### src/design/sao_pkg.sv
package sao_pkg;

   // channel and alpha widths
   localparam int ChanW  = 8;
   localparam int AlphaW = 16;
   localparam int NumW   = 24;

   // full alpha in 1/65025 units
   localparam logic [AlphaW-1:0] FullAlpha = 16'd65025;

   // steps of the colour divider, one quotient bit each
   localparam int DivSteps = ChanW;

   // configuration register indexes
   localparam int CsrAddrW = 1;
   localparam logic [CsrAddrW-1:0] RegOpacity = 1'd0;
   localparam logic [CsrAddrW-1:0] RegVisible = 1'd1;

   // one rgba pixel, red in the lowest bits
   typedef struct packed {
      logic [ChanW-1:0] alpha;
      logic [ChanW-1:0] blue;
      logic [ChanW-1:0] green;
      logic [ChanW-1:0] red;
   } pixel_type;

   // side data that travels next to the colour divider
   typedef struct packed {
      logic             valid;
      logic             pass;
      logic [ChanW-1:0] alpha;
      pixel_type        dst;
   } side_type;

   // floor(x / 255) for x below 255 * 65536, by reciprocal and one correction
   function automatic logic [AlphaW-1:0] div255(input logic [NumW-1:0] x);
      logic [32:0] prod;
      logic [16:0] est;
      logic [24:0] rem;
      prod = {9'd0, x} + {1'b0, x, 8'd0};
      est  = prod[32:16];
      rem  = {1'b0, x} - ({est, 8'd0} - {8'd0, est});
      if (rem >= 25'd255) begin
         est = est + 17'd1;
      end
      return est[AlphaW-1:0];
   endfunction

endpackage

### src/design/straight_alpha_over_composite_core.sv
// Source-over compositing of straight-alpha rgba pixels, one pixel per word.
// req channel: tdata carries the source pixel and the destination pixel;
// rsp channel: tdata carries the composited pixel, one word per req word.
// csr port: index 0 sets the layer opacity (8 bits), index 1 sets the
// visible flag (bit 0); write only while no word is in flight.
// A word passes from req to rsp through four arithmetic stages (opacity scale,
// destination weight, divide by 255, colour products), the eight-stage colour
// divider and the output register.
// Throughput: one pixel per cycle; every stage holds a full pixel and the
// pipeline moves as one while a two-entry output buffer has room.
// Reset clears all valid bits and the buffer, sets opacity to 255 and the
// layer visible. When rsp_tready is low the output word holds; one more word
// is caught in the spare entry and req_tready then drops on the next cycle,
// so no word is lost or repeated. A hidden layer or a zero result alpha
// returns the destination pixel unchanged.
module straight_alpha_over_composite_core
   import sao_pkg::*;
(
   input  logic                clock,
   input  logic                reset,
   // src red, green, blue, alpha, dst red, green, blue, alpha
   input  logic [63:0]         req_tdata,
   input  logic                req_tvalid,
   output logic                req_tready,
   // out red, green, blue, alpha
   output logic [31:0]         rsp_tdata,
   output logic                rsp_tvalid,
   input  logic                rsp_tready,
   input  logic                csr_we,
   input  logic [CsrAddrW-1:0] csr_addr,
   input  logic [ChanW-1:0]    csr_wdata
);

   logic en;

   // configuration registers
   logic [ChanW-1:0] opacity_ff;
   logic             visible_ff;

   always_ff @(posedge clock) begin
      if (reset) begin
         opacity_ff <= 8'd255;
         visible_ff <= 1'b1;
      end else if (csr_we) begin
         case (csr_addr)
            RegOpacity: opacity_ff <= csr_wdata;
            RegVisible: visible_ff <= csr_wdata[0];
            default: ;
         endcase
      end
   end

   // input unpack
   pixel_type src_pix, dst_pix;
   assign src_pix = req_tdata[31:0];
   assign dst_pix = req_tdata[63:32];

   // stage 1: scaled source alpha
   logic              v1_ff;
   logic [AlphaW-1:0] sa1_ff, sa1_in;
   pixel_type         src1_ff, dst1_ff;

   assign sa1_in = AlphaW'(src_pix.alpha) * AlphaW'(opacity_ff);

   // stage 2: destination alpha times remaining coverage
   logic              v2_ff;
   logic [AlphaW-1:0] sa2_ff;
   logic [NumW-1:0]   x2_ff, x2_in;
   pixel_type         src2_ff, dst2_ff;

   assign x2_in = NumW'(dst1_ff.alpha) * NumW'(FullAlpha - sa1_ff);

   // stage 3: destination weight
   logic              v3_ff;
   logic [AlphaW-1:0] sa3_ff, dw3_ff, dw3_in;
   pixel_type         src3_ff, dst3_ff;

   assign dw3_in = div255(x2_ff);

   // stage 4: output alpha and colour numerators
   logic              v4_ff;
   logic [AlphaW-1:0] oa4_ff, oa4_in;
   logic [NumW-1:0]   nr4_ff, ng4_ff, nb4_ff, nr4_in, ng4_in, nb4_in;
   pixel_type         dst4_ff;

   assign oa4_in = sa3_ff + dw3_ff;
   assign nr4_in = NumW'(src3_ff.red) * NumW'(sa3_ff)
                 + NumW'(dst3_ff.red) * NumW'(dw3_ff);
   assign ng4_in = NumW'(src3_ff.green) * NumW'(sa3_ff)
                 + NumW'(dst3_ff.green) * NumW'(dw3_ff);
   assign nb4_in = NumW'(src3_ff.blue) * NumW'(sa3_ff)
                 + NumW'(dst3_ff.blue) * NumW'(dw3_ff);

   // front stage registers
   always_ff @(posedge clock) begin
      if (reset) begin
         v1_ff <= 1'b0;
         v2_ff <= 1'b0;
         v3_ff <= 1'b0;
         v4_ff <= 1'b0;
      end else if (en) begin
         v1_ff <= req_tvalid;
         v2_ff <= v1_ff;
         v3_ff <= v2_ff;
         v4_ff <= v3_ff;
      end
   end

   always_ff @(posedge clock) begin
      if (en) begin
         sa1_ff  <= sa1_in;
         src1_ff <= src_pix;
         dst1_ff <= dst_pix;
         sa2_ff  <= sa1_ff;
         x2_ff   <= x2_in;
         src2_ff <= src1_ff;
         dst2_ff <= dst1_ff;
         sa3_ff  <= sa2_ff;
         dw3_ff  <= dw3_in;
         src3_ff <= src2_ff;
         dst3_ff <= dst2_ff;
         oa4_ff  <= oa4_in;
         nr4_ff  <= nr4_in;
         ng4_ff  <= ng4_in;
         nb4_ff  <= nb4_in;
         dst4_ff <= dst3_ff;
      end
   end

   // colour dividers
   logic [ChanW-1:0] qr, qg, qb;

   sao_div u_div_red (
      .clock (clock),
      .en    (en),
      .num   (nr4_ff),
      .den   (oa4_ff),
      .quo   (qr)
   );

   sao_div u_div_green (
      .clock (clock),
      .en    (en),
      .num   (ng4_ff),
      .den   (oa4_ff),
      .quo   (qg)
   );

   sao_div u_div_blue (
      .clock (clock),
      .en    (en),
      .num   (nb4_ff),
      .den   (oa4_ff),
      .quo   (qb)
   );

   // side data line alongside the dividers
   side_type side_ff [DivSteps];
   side_type side_in;
   logic [AlphaW-1:0] alpha_full;

   assign alpha_full    = div255(NumW'(oa4_ff));
   assign side_in.valid = v4_ff;
   assign side_in.pass  = (oa4_ff == '0);
   assign side_in.alpha = alpha_full[ChanW-1:0];
   assign side_in.dst   = dst4_ff;

   for (genvar i = 0; i < DivSteps; i++) begin : g_side
      side_type side_src;
      if (i == 0) begin : g_first
         assign side_src = side_in;
      end else begin : g_next
         assign side_src = side_ff[i-1];
      end

      always_ff @(posedge clock) begin
         if (reset) begin
            side_ff[i].valid <= 1'b0;
         end else if (en) begin
            side_ff[i] <= side_src;
         end
      end
   end

   // result select
   side_type  last;
   pixel_type result;

   assign last = side_ff[DivSteps-1];

   always_comb begin
      if (last.pass || !visible_ff) begin
         result = last.dst;
      end else begin
         result.red   = qr;
         result.green = qg;
         result.blue  = qb;
         result.alpha = last.alpha;
      end
   end

   // output register with one spare entry
   logic      out_valid_ff, out_valid_in;
   logic      spare_valid_ff, spare_valid_in;
   pixel_type out_data_ff, out_data_in;
   pixel_type spare_data_ff, spare_data_in;
   logic      push, pop;

   assign en   = !spare_valid_ff;
   assign push = en && last.valid;
   assign pop  = out_valid_ff && rsp_tready;

   always_comb begin
      out_valid_in   = out_valid_ff;
      out_data_in    = out_data_ff;
      spare_valid_in = spare_valid_ff;
      spare_data_in  = spare_data_ff;
      if (!out_valid_ff || pop) begin
         if (spare_valid_ff) begin
            out_valid_in   = 1'b1;
            out_data_in    = spare_data_ff;
            spare_valid_in = 1'b0;
         end else begin
            out_valid_in = push;
            out_data_in  = result;
         end
      end else if (push) begin
         spare_valid_in = 1'b1;
         spare_data_in  = result;
      end
   end

   always_ff @(posedge clock) begin
      if (reset) begin
         out_valid_ff   <= 1'b0;
         spare_valid_ff <= 1'b0;
      end else begin
         out_valid_ff   <= out_valid_in;
         spare_valid_ff <= spare_valid_in;
      end
   end

   always_ff @(posedge clock) begin
      out_data_ff   <= out_data_in;
      spare_data_ff <= spare_data_in;
   end

   assign req_tready = en;
   assign rsp_tvalid = out_valid_ff;
   assign rsp_tdata  = out_data_ff;

endmodule

### src/design/sao_div.sv
module sao_div
   import sao_pkg::*;
(
   input  logic              clock,
   input  logic              en,
   input  logic [NumW-1:0]   num,
   input  logic [AlphaW-1:0] den,
   output logic [ChanW-1:0]  quo
);

   logic [NumW-1:0]   rem_ff [DivSteps];
   logic [AlphaW-1:0] den_ff [DivSteps];
   logic [ChanW-1:0]  quo_ff [DivSteps];

   // restoring division, one quotient bit per stage, msb first
   for (genvar i = 0; i < DivSteps; i++) begin : g_step
      logic [NumW-1:0]   rem_src;
      logic [AlphaW-1:0] den_src;
      logic [ChanW-1:0]  quo_src;
      logic [NumW-1:0]   den_sh;
      logic              take;
      logic [NumW-1:0]   rem_in;
      logic [ChanW-1:0]  quo_in;

      if (i == 0) begin : g_first
         assign rem_src = num;
         assign den_src = den;
         assign quo_src = '0;
      end else begin : g_next
         assign rem_src = rem_ff[i-1];
         assign den_src = den_ff[i-1];
         assign quo_src = quo_ff[i-1];
      end

      assign den_sh = NumW'(den_src) << (DivSteps - 1 - i);
      assign take   = rem_src >= den_sh;
      assign rem_in = take ? rem_src - den_sh : rem_src;
      assign quo_in = {quo_src[ChanW-2:0], take};

      always_ff @(posedge clock) begin
         if (en) begin
            rem_ff[i] <= rem_in;
            den_ff[i] <= den_src;
            quo_ff[i] <= quo_in;
         end
      end
   end

   assign quo = quo_ff[DivSteps-1];

endmodule
### config.mk
export PLATFORM = sky130hd
export DESIGN_NAME = straight_alpha_over_composite_core
export DESIGN_NICKNAME = d
export VERILOG_FILES = /design/src/design/sao_pkg.sv /design/src/design/straight_alpha_over_composite_core.sv /design/src/design/sao_div.sv
export SDC_FILE = /design/constraint.sdc
export NUM_CORES = 2
export LEC_CHECK = 0
export BUFFER_PORTS_ARGS = -buffer_cell sky130_fd_sc_hd__buf_2
export CORE_ASPECT_RATIO = 1.75
export CORE_MARGIN = 2
export CORE_UTILIZATION = 65
export DETAILED_ROUTE_END_ITERATION = 12
export PLACE_DENSITY = 0.82
export SETUP_SLACK_MARGIN = 0.5
export SLEW_MARGIN = 20
export SYNTH_ARGS = -nofsm -noshare
export SYNTH_HDL_FRONTEND = slang
export SYNTH_SLANG_ARGS = --single-unit
### constraint.sdc
create_clock -name clock -period 44.1 [get_ports clock]
set_input_delay 11.025 -clock clock [delete_from_list [all_inputs] [get_ports clock]]
set_output_delay 11.025 -clock clock [all_outputs]
set_load 0.05 [all_outputs]
==> run_results.csv <==
group,metric,value,unit
cts,clkTransAtPathRegs,0.06,ns
critical_path,required,44.63,ns
cts,cts_resized,0,
critical_path,reg2reg_to,"side_ff[0][37]",
die,core,158000,µm²
critical_path,critical-path-slowest-cell,"fa_1",
critical_path,cp_max_fo,8,
min_path,min_from,"side_ff[0][81]",
layout,layout-drive-gt1-share,6.34,%
logic_synthesis,syn_inst,9138,
logic_synthesis,syn_area_per_cell,11.3,µm²
sta,finalMaxSlewViolations,0,
cts,clk_latency,0.85,ns
critical_path,cp_num_buf_inv,3,
status,status,"finished clean",
cts,tritoncts,"done",
layout,mostFrequentLayoutCells,"edfxtp_1 (1,500), inv_1 (1,229), nand2_1 (943)",
global_routing,grt_util_met3,4.35,%
logic_synthesis,synth_top_family_by_area,"adder cells",
sta,hold_viol_final,0,
place,place.port_buffers,111,
logic_synthesis,yosysTopAreaCellShare,43.5,%
logic_synthesis,synth_xor_area_share,4.03,%
place,dp_hpwl,206000,µm
critical_path,startpoint_type,"input port",
route,drtIter0Drc,4386,
logic_synthesis,synth_ff_type,"edfxtp_1",
global_routing,grt_antenna_before_repair,10,
route,post_drt_wl_per_cell,23.4,µm
critical_path,r2r_slack,36.49,ns
sta,clock_skew,0.0941,ns
logic_synthesis,ys_seq_elements,1515,
global_routing,grt.total_usage,33.3,%
sta,fmax,67.3,MHz
sta,setup_viol,0,
route,drt-total-wl,267000,µm
place,gp_congestion,1.01,
logic_synthesis,async_reset_ff_share,0,%
route,avgViaCountPerCell,6.02,
global_routing,first_global_vias,73425,
min_path,hold_class,"reg2reg",
sta,timing.final.crit_share,33.7,%
cts,clock_sinks,1515,
logic_synthesis,ys_seq_area_share,43.8,%
logic_synthesis,synthTopCellsByArea,"edfxtp_1 (44%), fa_1 (15%), ha_1 (9.4%)",
global_routing,grt_max_degree,185,
run,max_cap_viol_count,0,
critical_path,path_cells,"buf_2, and2_1, fa_1, fa_1, inv_1, fa_1, inv_1, fa_1, ha_1, o21ai_0, a21boi_0, o21ai_0, a21boi_0, o21ai_0, nand2b_1, a21o_1, a21oi_1, o21ai_0, xnor2_1",
critical_path,r2r_start,"oa4_ff[13]",
die,ioPinCount,112,
sta,relSlewSlack,15.2,%
critical_path,crit_start,"req_tdata[27]",
cts,clockRootBuffer,"clkbuf_16",
sta,rsz0062_at_grt,"false",
logic_synthesis,synth-simple-area-share,12.2,%
sta,period_needed,14.86,ns
die,row_count,193,
die,die_area,163000,µm²
layout,area_growth,7.46,%
layout,fin_nets,10895,
logic_synthesis,yosys_warnings,0,
critical_path,crit_type,"in2reg",
cts,cts_made_buffers,151,
layout,layout_commonest_cell,"edfxtp_1",
logic_synthesis,synthMuxAreaShare,1.44,%
die,die_w,306,µm
sta,tightest_slew,1.27,ns
critical_path,endpoint_kind,"register",
cts,ctsHoldBuffers,0,
logic_synthesis,yosysTopAreaCell,"edfxtp_1",
min_path,min_to,"side_ff[0][123]",
logic_synthesis,synth_compound_area_share,8.45,%
sta,fin_setup_tns,0,ns
global_routing,grt_pass1_wl,406000,µm
critical_path,crit_arrival,15.40,ns
global_routing,grt_overflow,0,
logic_synthesis,netlist_area,104000,µm²
cts,cts_setup_buffers,0,
logic_synthesis,synth_cell_types,90,
cts,h-tree-depth,4,
route,drc,0,
min_path,holdPathStages,0,
global_routing,grtUsageMet2,62.3,%
critical_path,r2r_cells,21,
route,vias,68754,
route,drtAntennaViolNets,0,
cts,clockBufferDepth,4,
critical_path,max_stage_delay,0.53,ns
die,die_h,532,µm
logic_synthesis,synth_fp_nets,10786,
route,drtPass1Iterations,6,
logic_synthesis,synth_adder_area_share,24.7,%
die,start_util,65.5,%
critical_path,crit_family,"adder cells",
global_routing,grtUsageMet1,29.4,%
global_routing,top_usage_layer,"met2",
logic_synthesis,synth_edf_count,1500,
[final cells by class]
| class | instances | area (µm²) |
|---|---|---|
| inverters | 1233 | 4640 |
| multi-input cells | 6160 | 52800 |
| well taps | 2047 | 2560 |
| repair buffers | 186 | 1150 |
| clock inverters | 86 | 753 |
| fillers | 11007 | 46900 |
| diodes | 10 | 25.0 |
| flip-flops and latches | 1515 | 45300 |
| clock buffers | 177 | 4000 |
[through the flow]
step                util (%)  worst slack, ns  cell area, µm²  hold WS (ns)  instances
finish                  70.3            29.24          111000         0.348      11414
global placement        67.3            28.35          106000         0.401      11140
floorplan                  -             2.24          104000         0.400       9138
global route            70.3            28.96          111000         0.356      11412
detailed placement      67.3            28.42          106000         0.405      11140
CTS                     70.3            29.25          111000         0.336      11403
[layer usage]
layer	share of wire, %	vias to the layer above
met5	0.0060	-
met4	12	4
met3	4.2	1159
met2	54	2295
met1	29	33873
li1	-	31423
[logic make-up after synthesis]
kind of cell             after synthesis
flip-flops                          1515
AO/OA/AOI/OAI                       1385
adder cells (fa/ha/maj)             1570
multiplexers                         136
XOR/XNOR                             476
buffers and inverters               1463
AND/OR/NAND/NOR                     2593
[flip-flops by register name (all words and copies together), names as in the netlist, 24 cells and up]
signal / count
side_ff: 336
u_div_blue.rem_ff: 168
u_div_green.rem_ff: 168
u_div_red.rem_ff: 168
u_div_red.den_ff: 112
u_div_blue.quo_ff: 36
u_div_green.quo_ff: 36
u_div_red.quo_ff: 36
dst1_ff: 32
dst2_ff: 32
dst3_ff: 32
dst4_ff: 32
rsp_tdata: 32
spare_data_ff: 32
nb4_ff: 24
ng4_ff: 24
nr4_ff: 24
src1_ff: 24
src2_ff: 24
src3_ff: 24
x2_ff: 24
[cells in the mapped netlist (14+ instances only)]
library cell	count
nand2b_1	78
and2_1	494
nor3b_1	16
edfxtp_1	1500
nor2_1	426
o21ai_1	14
dfxtp_1	15
o211ai_1	27
xor2_1	175
inv_1	1229
nor4_1	41
o31ai_1	66
o2111ai_1	14
xnor2_1	301
nor3_1	128
nor4b_1	16
o21ai_0	366
o21bai_1	38
mux2_2	105
nand4_1	73
or2_2	26
mux2i_1	31
o21a_1	44
ha_1	776
a31oi_1	35
or3_1	33
nor2b_1	97
a21oi_1	386
a211o_1	24
nand2_1	943
and3_1	53
o41ai_1	18
a211oi_1	37
a21o_1	131
a21boi_0	77
fa_1	794
nand3_1	114
clkbuf_1	216
[how the worst max path moves through the flow]
stage                       to  depth (start not counted)  slack [ns]
finish              sa1_ff[15]                         19       29.24
global route        sa1_ff[15]                         19       28.96
CTS                 sa1_ff[15]                         19       29.25
detailed placement  sa1_ff[15]                         19       28.42
global placement    sa1_ff[15]                         19       28.35
floorplan           req_tready                          3        2.24
Power is not shown: default switching activity piles up to over one toggle a cycle in this logic, so the estimate is an artifact.
